==> src/sv/rpn_pkg.sv <==
// Shared types and constants for the RPN stack calculator.
// Holds field widths, the command opcodes and the status codes; depends on nothing.
package rpn_pkg;

   localparam int OPCODE_W = 4;
   localparam int DATA_W   = 32;
   localparam int STATUS_W = 3;
   localparam int ENTRY_W  = 4;

   // Command opcodes; codes 10 to 15 are unused and act as no-ops.
   typedef enum logic [OPCODE_W-1:0] {
      OP_PUSH    = 4'd0,
      OP_POP     = 4'd1,
      OP_CLEAR   = 4'd2,
      OP_DISPLAY = 4'd3,
      OP_PEEK    = 4'd4,
      OP_ADD     = 4'd5,
      OP_MUL     = 4'd6,
      OP_SUB     = 4'd7,
      OP_DIV     = 4'd8,
      OP_POW     = 4'd9
   } opcode_type;

   // Per-command completion status.
   typedef enum logic [STATUS_W-1:0] {
      ST_OK       = 3'd0,
      ST_OVERFLOW = 3'd1,
      ST_EMPTY    = 3'd2,
      ST_FEW      = 3'd3,
      ST_MATH     = 3'd4
   } status_type;

endpackage

==> src/sv/rpn_ram.sv <==
// Generic single-write, single-read RAM with a registered read port.
// Used for the calculator's operand stack; no package dependencies.
module rpn_ram #(
   parameter int WIDTH = 32,
   parameter int DEPTH = 8
) (
   input  logic                     clock,
   input  logic                     wr_en,
   input  logic [$clog2(DEPTH)-1:0] wr_addr,
   input  logic [WIDTH-1:0]         wr_data,
   input  logic [$clog2(DEPTH)-1:0] rd_addr,
   output logic [WIDTH-1:0]         rd_data
);

   logic [WIDTH-1:0] mem_ff [DEPTH];

   // Write port and registered read port.
   always_ff @(posedge clock) begin
      if (wr_en) begin
         mem_ff[wr_addr] <= wr_data;
      end
      rd_data <= mem_ff[rd_addr];
   end

endmodule

==> src/sv/rpn_stack_calculator.sv <==
// RPN stack calculator: top level with the command sequencer and shared arithmetic.
// Depends on rpn_pkg and instantiates rpn_ram for the operand stack.
//
// The block takes one command at a time and drops req_ready until that command's
// last result has been loaded into the output register. Display sends one result
// per stack entry, top first, or a single result with no value for an empty stack.
// Add, subtract and multiply fetch both operands one after the other through the
// stack memory's single read port. Divide uses a restoring divider that settles
// one quotient bit per cycle, and power with a non-negative exponent uses one shared
// 32x32 multiplier doing a conditional multiply and a square for each of 31
// exponent bits. A stalled result channel holds the sequencer until the output
// register is free. After reset the stack is empty and no clearing pass is needed.
module rpn_stack_calculator #(
   parameter int STACK_DEPTH = 8
) (
   input  logic                                clock,
   input  logic                                reset,
   input  logic                                req_valid,
   output logic                                req_ready,
   input  logic [rpn_pkg::OPCODE_W-1:0]        req_opcode,
   input  logic signed [rpn_pkg::DATA_W-1:0]   req_operand,
   output logic                                rsp_valid,
   input  logic                                rsp_ready,
   output logic signed [rpn_pkg::DATA_W-1:0]   rsp_result_value,
   output logic                                rsp_has_value,
   output logic [rpn_pkg::STATUS_W-1:0]        rsp_status,
   output logic [rpn_pkg::ENTRY_W-1:0]         rsp_entry_count,
   output logic                                rsp_last
);
   import rpn_pkg::*;

   localparam int ADDR_W = (STACK_DEPTH > 1) ? $clog2(STACK_DEPTH) : 1;
   localparam int CNT_W  = $clog2(STACK_DEPTH + 1);
   localparam int STEP_W = 5;
   localparam logic [CNT_W-1:0]  FULL_COUNT = CNT_W'(STACK_DEPTH);
   localparam logic [STEP_W-1:0] DIV_LAST   = STEP_W'(DATA_W - 1);
   localparam logic [STEP_W-1:0] POW_LAST   = STEP_W'(DATA_W - 2);

   typedef enum logic [3:0] {
      S_IDLE,
      S_EMIT,
      S_SHOW,
      S_GET_B,
      S_GET_A,
      S_OPER,
      S_DIV,
      S_POW_M,
      S_POW_S,
      S_WB
   } state_type;

   state_type          state_ff, state_in;
   logic [CNT_W-1:0]   count_ff, count_in;
   logic [ADDR_W-1:0]  idx_ff, idx_in;
   logic               single_ff, single_in;
   opcode_type         op_ff, op_in;
   logic [DATA_W-1:0]  a_ff, a_in;
   logic [DATA_W-1:0]  b_ff, b_in;
   logic [DATA_W-1:0]  acc_ff, acc_in;
   logic [STEP_W-1:0]  step_ff, step_in;
   logic               neg_ff, neg_in;
   logic [DATA_W-1:0]  res_value_ff, res_value_in;
   logic               res_has_ff, res_has_in;
   status_type         res_status_ff, res_status_in;

   logic               rsp_valid_ff, rsp_valid_in;
   logic [DATA_W-1:0]  rsp_value_ff, rsp_value_in;
   logic               rsp_has_ff, rsp_has_in;
   status_type         rsp_status_ff, rsp_status_in;
   logic [ENTRY_W-1:0] rsp_count_ff, rsp_count_in;
   logic               rsp_last_ff, rsp_last_in;

   logic               wr_en;
   logic [ADDR_W-1:0]  wr_addr;
   logic [DATA_W-1:0]  wr_data;
   logic [DATA_W-1:0]  rd_data;

   logic [DATA_W-1:0]  mul_x, mul_y, prod;
   logic [DATA_W:0]    div_shift, div_diff;
   logic [DATA_W-1:0]  quo_next;
   logic               slot_free;
   logic               req_fire;

   // Operand stack storage; the read address follows the next index value.
   rpn_ram #(
      .WIDTH(DATA_W),
      .DEPTH(STACK_DEPTH)
   ) u_stack (
      .clock  (clock),
      .wr_en  (wr_en),
      .wr_addr(wr_addr),
      .wr_data(wr_data),
      .rd_addr(idx_in),
      .rd_data(rd_data)
   );

   // Shared multiplier: operands chosen by the sequencer state.
   always_comb begin
      mul_x = a_ff;
      mul_y = b_ff;
      case (state_ff)
         S_POW_M: begin
            mul_x = acc_ff;
            mul_y = a_ff;
         end
         S_POW_S: begin
            mul_x = a_ff;
            mul_y = a_ff;
         end
         default: begin
            mul_x = a_ff;
            mul_y = b_ff;
         end
      endcase
   end
   assign prod = DATA_W'(mul_x * mul_y);

   // One restoring-division step: a_ff shifts out the dividend, acc_ff holds the remainder.
   assign div_shift = {acc_ff, a_ff[DATA_W-1]};
   assign div_diff  = div_shift - {1'b0, b_ff};
   assign quo_next  = {a_ff[DATA_W-2:0], ~div_diff[DATA_W]};

   assign slot_free = !rsp_valid_ff || rsp_ready;
   assign req_ready = (state_ff == S_IDLE);
   assign req_fire  = req_valid && req_ready;

   // Sequencer next-state and datapath logic.
   always_comb begin
      state_in      = state_ff;
      count_in      = count_ff;
      idx_in        = idx_ff;
      single_in     = single_ff;
      op_in         = op_ff;
      a_in          = a_ff;
      b_in          = b_ff;
      acc_in        = acc_ff;
      step_in       = step_ff;
      neg_in        = neg_ff;
      res_value_in  = res_value_ff;
      res_has_in    = res_has_ff;
      res_status_in = res_status_ff;
      rsp_valid_in  = rsp_valid_ff && !rsp_ready;
      rsp_value_in  = rsp_value_ff;
      rsp_has_in    = rsp_has_ff;
      rsp_status_in = rsp_status_ff;
      rsp_count_in  = rsp_count_ff;
      rsp_last_in   = rsp_last_ff;
      wr_en         = 1'b0;
      wr_addr       = count_ff[ADDR_W-1:0];
      wr_data       = DATA_W'(req_operand);

      case (state_ff)
         S_IDLE: begin
            if (req_fire) begin
               // Default outcome: one result, no value, status ok.
               res_value_in  = '0;
               res_has_in    = 1'b0;
               res_status_in = ST_OK;
               state_in      = S_EMIT;
               case (req_opcode)
                  OP_PUSH: begin
                     if (count_ff >= FULL_COUNT) begin
                        res_status_in = ST_OVERFLOW;
                     end else begin
                        wr_en    = 1'b1;
                        count_in = count_ff + CNT_W'(1);
                     end
                  end
                  OP_POP: begin
                     if (count_ff == '0) begin
                        res_status_in = ST_EMPTY;
                     end else begin
                        count_in = count_ff - CNT_W'(1);
                     end
                  end
                  OP_CLEAR: begin
                     count_in = '0;
                  end
                  OP_DISPLAY, OP_PEEK: begin
                     if (count_ff == '0) begin
                        if (req_opcode == OP_PEEK) begin
                           res_status_in = ST_EMPTY;
                        end
                     end else begin
                        idx_in    = ADDR_W'(count_ff - CNT_W'(1));
                        single_in = (req_opcode == OP_PEEK);
                        state_in  = S_SHOW;
                     end
                  end
                  OP_ADD, OP_MUL, OP_SUB, OP_DIV, OP_POW: begin
                     if (count_ff < CNT_W'(2)) begin
                        res_status_in = ST_FEW;
                     end else begin
                        op_in    = opcode_type'(req_opcode);
                        idx_in   = ADDR_W'(count_ff - CNT_W'(1));
                        state_in = S_GET_B;
                     end
                  end
                  default: begin
                     res_status_in = ST_OK;
                  end
               endcase
            end
         end

         S_EMIT: begin
            // Single-result commands: move the result into the output register.
            if (slot_free) begin
               rsp_valid_in  = 1'b1;
               rsp_value_in  = res_value_ff;
               rsp_has_in    = res_has_ff;
               rsp_status_in = res_status_ff;
               rsp_count_in  = ENTRY_W'(count_ff);
               rsp_last_in   = 1'b1;
               state_in      = S_IDLE;
            end
         end

         S_SHOW: begin
            // Display and peek: one stack entry per transfer, top first.
            if (slot_free) begin
               rsp_valid_in  = 1'b1;
               rsp_value_in  = rd_data;
               rsp_has_in    = 1'b1;
               rsp_status_in = ST_OK;
               rsp_count_in  = ENTRY_W'(count_ff);
               rsp_last_in   = single_ff || (idx_ff == '0);
               if (single_ff || (idx_ff == '0)) begin
                  state_in = S_IDLE;
               end else begin
                  idx_in = idx_ff - ADDR_W'(1);
               end
            end
         end

         S_GET_B: begin
            b_in     = rd_data;
            idx_in   = ADDR_W'(count_ff - CNT_W'(2));
            state_in = S_GET_A;
         end

         S_GET_A: begin
            a_in     = rd_data;
            state_in = S_OPER;
         end

         S_OPER: begin
            res_has_in    = 1'b1;
            res_status_in = ST_OK;
            step_in       = '0;
            state_in      = S_WB;
            if ((op_ff == OP_DIV && b_ff == '0) ||
                (op_ff == OP_POW && a_ff == '0 && b_ff[DATA_W-1])) begin
               // Divide by zero or zero to a negative power: stack is left alone.
               res_value_in  = '0;
               res_has_in    = 1'b0;
               res_status_in = ST_MATH;
               state_in      = S_EMIT;
            end else begin
               case (op_ff)
                  OP_ADD: res_value_in = a_ff + b_ff;
                  OP_SUB: res_value_in = a_ff - b_ff;
                  OP_MUL: res_value_in = prod;
                  OP_DIV: begin
                     // Divide magnitudes, fix the sign at the end.
                     a_in     = a_ff[DATA_W-1] ? (DATA_W'(0) - a_ff) : a_ff;
                     b_in     = b_ff[DATA_W-1] ? (DATA_W'(0) - b_ff) : b_ff;
                     neg_in   = a_ff[DATA_W-1] ^ b_ff[DATA_W-1];
                     acc_in   = '0;
                     state_in = S_DIV;
                  end
                  OP_POW: begin
                     if (b_ff[DATA_W-1]) begin
                        // Negative exponent: only bases one and minus one survive.
                        if (a_ff == DATA_W'(1)) begin
                           res_value_in = DATA_W'(1);
                        end else if (a_ff == '1) begin
                           res_value_in = b_ff[0] ? '1 : DATA_W'(1);
                        end else begin
                           res_value_in = '0;
                        end
                     end else begin
                        acc_in   = DATA_W'(1);
                        state_in = S_POW_M;
                     end
                  end
                  default: res_value_in = '0;
               endcase
            end
         end

         S_DIV: begin
            a_in    = quo_next;
            acc_in  = div_diff[DATA_W] ? div_shift[DATA_W-1:0] : div_diff[DATA_W-1:0];
            step_in = step_ff + STEP_W'(1);
            if (step_ff == DIV_LAST) begin
               res_value_in = neg_ff ? (DATA_W'(0) - quo_next) : quo_next;
               state_in     = S_WB;
            end
         end

         S_POW_M: begin
            // Multiply the accumulator in when the current exponent bit is set.
            if (b_ff[0]) begin
               acc_in = prod;
            end
            state_in = S_POW_S;
         end

         S_POW_S: begin
            a_in    = prod;
            b_in    = b_ff >> 1;
            step_in = step_ff + STEP_W'(1);
            if (step_ff == POW_LAST) begin
               res_value_in = acc_ff;
               state_in     = S_WB;
            end else begin
               state_in = S_POW_M;
            end
         end

         S_WB: begin
            // Replace the two operands with the result.
            wr_en    = 1'b1;
            wr_addr  = ADDR_W'(count_ff - CNT_W'(2));
            wr_data  = res_value_ff;
            count_in = count_ff - CNT_W'(1);
            state_in = S_EMIT;
         end

         default: state_in = S_IDLE;
      endcase
   end

   // State, control and output registers.
   always_ff @(posedge clock) begin
      if (reset) begin
         state_ff     <= S_IDLE;
         count_ff     <= '0;
         rsp_valid_ff <= 1'b0;
      end else begin
         state_ff     <= state_in;
         count_ff     <= count_in;
         rsp_valid_ff <= rsp_valid_in;
      end
      idx_ff        <= idx_in;
      single_ff     <= single_in;
      op_ff         <= op_in;
      a_ff          <= a_in;
      b_ff          <= b_in;
      acc_ff        <= acc_in;
      step_ff       <= step_in;
      neg_ff        <= neg_in;
      res_value_ff  <= res_value_in;
      res_has_ff    <= res_has_in;
      res_status_ff <= res_status_in;
      rsp_value_ff  <= rsp_value_in;
      rsp_has_ff    <= rsp_has_in;
      rsp_status_ff <= rsp_status_in;
      rsp_count_ff  <= rsp_count_in;
      rsp_last_ff   <= rsp_last_in;
   end

   assign rsp_valid        = rsp_valid_ff;
   assign rsp_result_value = $signed(rsp_value_ff);
   assign rsp_has_value    = rsp_has_ff;
   assign rsp_status       = rsp_status_ff;
   assign rsp_entry_count  = rsp_count_ff;
   assign rsp_last         = rsp_last_ff;

endmodule
==> config.mk <==
export PLATFORM = sky130hd
export DESIGN_NAME = rpn_stack_calculator
export DESIGN_NICKNAME = d
export VERILOG_FILES = /design/src/sv/rpn_pkg.sv /design/src/sv/rpn_ram.sv /design/src/sv/rpn_stack_calculator.sv
export SDC_FILE = /design/constraint.sdc
export NUM_CORES = 2
export LEC_CHECK = 0
export ABC_AREA = 0
export BUFFER_PORTS_ARGS = -buffer_cell sky130_fd_sc_hd__buf_2
export CORE_MARGIN = 3
export CORE_UTILIZATION = 40
export CTS_CLUSTER_SIZE = 12
export DETAILED_ROUTE_END_ITERATION = 12
export GPL_TIMING_DRIVEN = 0
export SYNTH_ARGS = -nofsm -noshare
export SYNTH_HDL_FRONTEND = slang
export SYNTH_HIERARCHICAL = 1
export SYNTH_SLANG_ARGS = --single-unit
==> constraint.sdc <==
create_clock -name clock -period 12.8 [get_ports clock]
set_input_delay 1.28 -clock clock [delete_from_list [all_inputs] [get_ports clock]]
set_output_delay 1.28 -clock clock [all_outputs]
set_load 0.05 [all_outputs]
==> impl_metrics.env <==
export IMPL_start_util=0.406
export IMPL_syn_avg_cell_area_um2=10.3
export IMPL_violations="capacitance limit, slew limit"
export IMPL_ys_ff_latch=484
export IMPL_grtUsageMet2=0.493
export IMPL_worstPathMaxFanout=10
export IMPL_maxCapViolations=1
export IMPL_fillers=10200
export IMPL_path_delay_family="adder cells"
export IMPL_setup_viol=0
export IMPL_gr_total_overflow=0
export IMPL_die_w_um=334
export IMPL_synthTopCellsByArea="edfxtp_1 (31%), fa_1 (19%), ha_1 (5.9%)"
export IMPL_cts_sinks=484
export IMPL_hp_class="reg -> reg"
export IMPL_vias_per_cell=6.00
export IMPL_die_h_um=334
export IMPL_cts_root_buf="clkbuf_16"
export IMPL_ys_top_cells_by_count="nor2_1 (500), inv_1 (461), edfxtp_1 (440)"
export IMPL_async_flop_share=0
export IMPL_wire_per_inst_um=29.7
export IMPL_critical_path_slowest_cell="mux2i_1"
export IMPL_tightest_slew_ns=1.57
export IMPL_synth_area_leader_cell="edfxtp_1"
export IMPL_grtUsageMet1=0.390
export IMPL_cts_hold_buf=0
export IMPL_startpoint_type="register"
export IMPL_num_io_pins=83
export IMPL_first_global_vias=34600
export IMPL_clock_latency_ns=0.65
export IMPL_place_port_buffers=81
export IMPL_clk_pin_slew_ns=0.07
export IMPL_fin_tns_setup_ns=0
export IMPL_wl_um=172000
export IMPL_status="complete, but fails checks"
export IMPL_layout_setup_ws_ns=0.414
export IMPL_rsz0062_at_grt="no"
export IMPL_ys_types=88
export IMPL_grt_use_met3=0.0465
export IMPL_hpwl_um=138000
export IMPL_synthFlopType="edfxtp_1"
export IMPL_dieArea_um2=112000
export IMPL_drtPass1Iterations=8
export IMPL_track_usage=0.304
export IMPL_crit_type="reg -> reg"
export IMPL_htree_levels=2
export IMPL_yosysWarnings=6
export IMPL_finalHoldViolations=0
export IMPL_multi_input_area_um2=26300
export IMPL_antenna_found_initial=4
export IMPL_ctsResizeCount=0
export IMPL_core_um2=106000
export IMPL_area_growth_pct=10.0
export IMPL_cp_end_kind="register"
export IMPL_cpPeakStageDelay_ns=1.09
export IMPL_seq_area_um2=14100
export IMPL_synthCells=4209
export IMPL_nNetsFinal=5024
export IMPL_maxSlewViolCount=9
export IMPL_gp_congestion=1.05
export IMPL_cts_setup_buffers=0
export IMPL_drive_above_1_share=0.0898
export IMPL_relSlewSlack=-0.0456
export IMPL_grt_busiest_layer="met2"
export IMPL_drtIter0Drc=4040
export IMPL_period_minus_slack_ns=12.39
export IMPL_dr_total_vias=34800
export IMPL_clock_skew_ns=0.0465
export IMPL_fmax_ghz=0.0807
export IMPL_clk_path_buf_depth=3
export IMPL_ant_nets=0
export IMPL_cts_tree="yes"
export IMPL_grt_max_degree=29
export IMPL_rows=119
export IMPL_cp_data_required_time_ns=13.19
export IMPL_syn_nets=4861
export IMPL_synth_most_common_cell="nor2_1"
export IMPL_grt_pass1_wl_um=246000
export IMPL_dp_worst_setup_slack_ns=0.616
export IMPL_crit_top_cell="fa_1"
export IMPL_synth_area_um2=43200
export IMPL_synth_top_area_share=0.306
export IMPL_synth_edf_count=440
export IMPL_ys_seq_area_frac=0.327
export IMPL_worstPathArrival_ns=12.77
export IMPL_fin_crit_sh=0.968
export IMPL_path_buf_inv=10
export IMPL_cts_buffers=53
export IMPL_drc=0
worst paths after layout:
check                            startpoint                 end  slack (ns)  depth (start not counted)
worst max-delay path            state_ff[3]    res_value_ff[31]        0.41                         33
worst min-delay path            count_ff[2]  rsp_entry_count[2]        0.48                          0
worst max register to register  state_ff[3]    res_value_ff[31]        0.41                         33
worst min register to register  count_ff[2]  rsp_entry_count[2]        0.48                          0
state kept, by name, summed over array words and instances (netlist names), 5 cells and up:
name              flops
u_stack/mem_ff      256
a_ff                 32
acc_ff               32
b_ff                 32
res_value_ff         32
rsp_result_value     32
u_stack/rd_data      32
step_ff               5
layout make-up:
| class | count | area share |
|---|---|---|
| multi-input cells | 3016 | 0.555 |
| flip-flops and latches | 484 | 0.297 |
| inverters | 466 | 0.0368 |
| well taps | 1391 | 0.0366 |
| clock buffers | 76 | 0.0304 |
| plain buffers | 243 | 0.0227 |
| repair buffers | 108 | 0.0165 |
| clock inverters | 19 | 0.00522 |
| diodes | 2 | 0.000105 |
per-stage QoR:
| stage | hold WS [ns] | util | std cells | area (µm²) |
|---|---|---|---|---|
| 2_1_floorplan | 0.432 | - | 4209 | 43200 |
| 3_3_place_gp | 0.447 | 0.427 | 5681 | 45300 |
| 3_5_place_dp | 0.455 | 0.431 | 5706 | 45800 |
| 4_1_cts | 0.476 | 0.447 | 5801 | 47500 |
| 5_1_grt | 0.500 | 0.447 | 5803 | 47500 |
| 6_report | 0.479 | 0.447 | 5805 | 47500 |
metal layers:
metal  up-vias  part of all wire  wire length (µm)
li1      14900                 -                 -
met1     17400              0.38             66300
met2      1990              0.46             79100
met3       507             0.086             14800
met4         4             0.070             12000
met5         -           0.00016                28
layout by cell type, fill, tap and decap left out, drive strengths merged, types with 70 or more instances in the layout:
master	netlist	routed
ha	202	202
nor2	503	503
mux2	71	71
o21ai	139	139
buf	68	176
nand2	411	411
clkbuf	175	251
inv	463	465
fa	410	410
edfxtp	440	440
xnor2	184	184
nand2b	70	70
a21oi	153	153
logic make-up (layout without fill, tap and decap cells):
| family | count (synthesis) | in the layout | share of synthesized area |
|---|---|---|---|
| adders and majority gates | 612 | 612 | 0.249 |
| muxes | 158 | 158 | 0.0607 |
| buffers and inverters | 709 | 912 | 0.0656 |
| DFF | 484 | 484 | 0.327 |
| other | 0 | 2 | 0 |
| and+or+nand+nor | 1274 | 1274 | 0.131 |
| AOI/OAI and AO/OA | 722 | 722 | 0.115 |
| xor gates and xnor gates | 250 | 250 | 0.0525 |
Power is left out: the tool's default activity adds up to more than one toggle a clock period on the data nets, which glitch-free logic cannot reach.
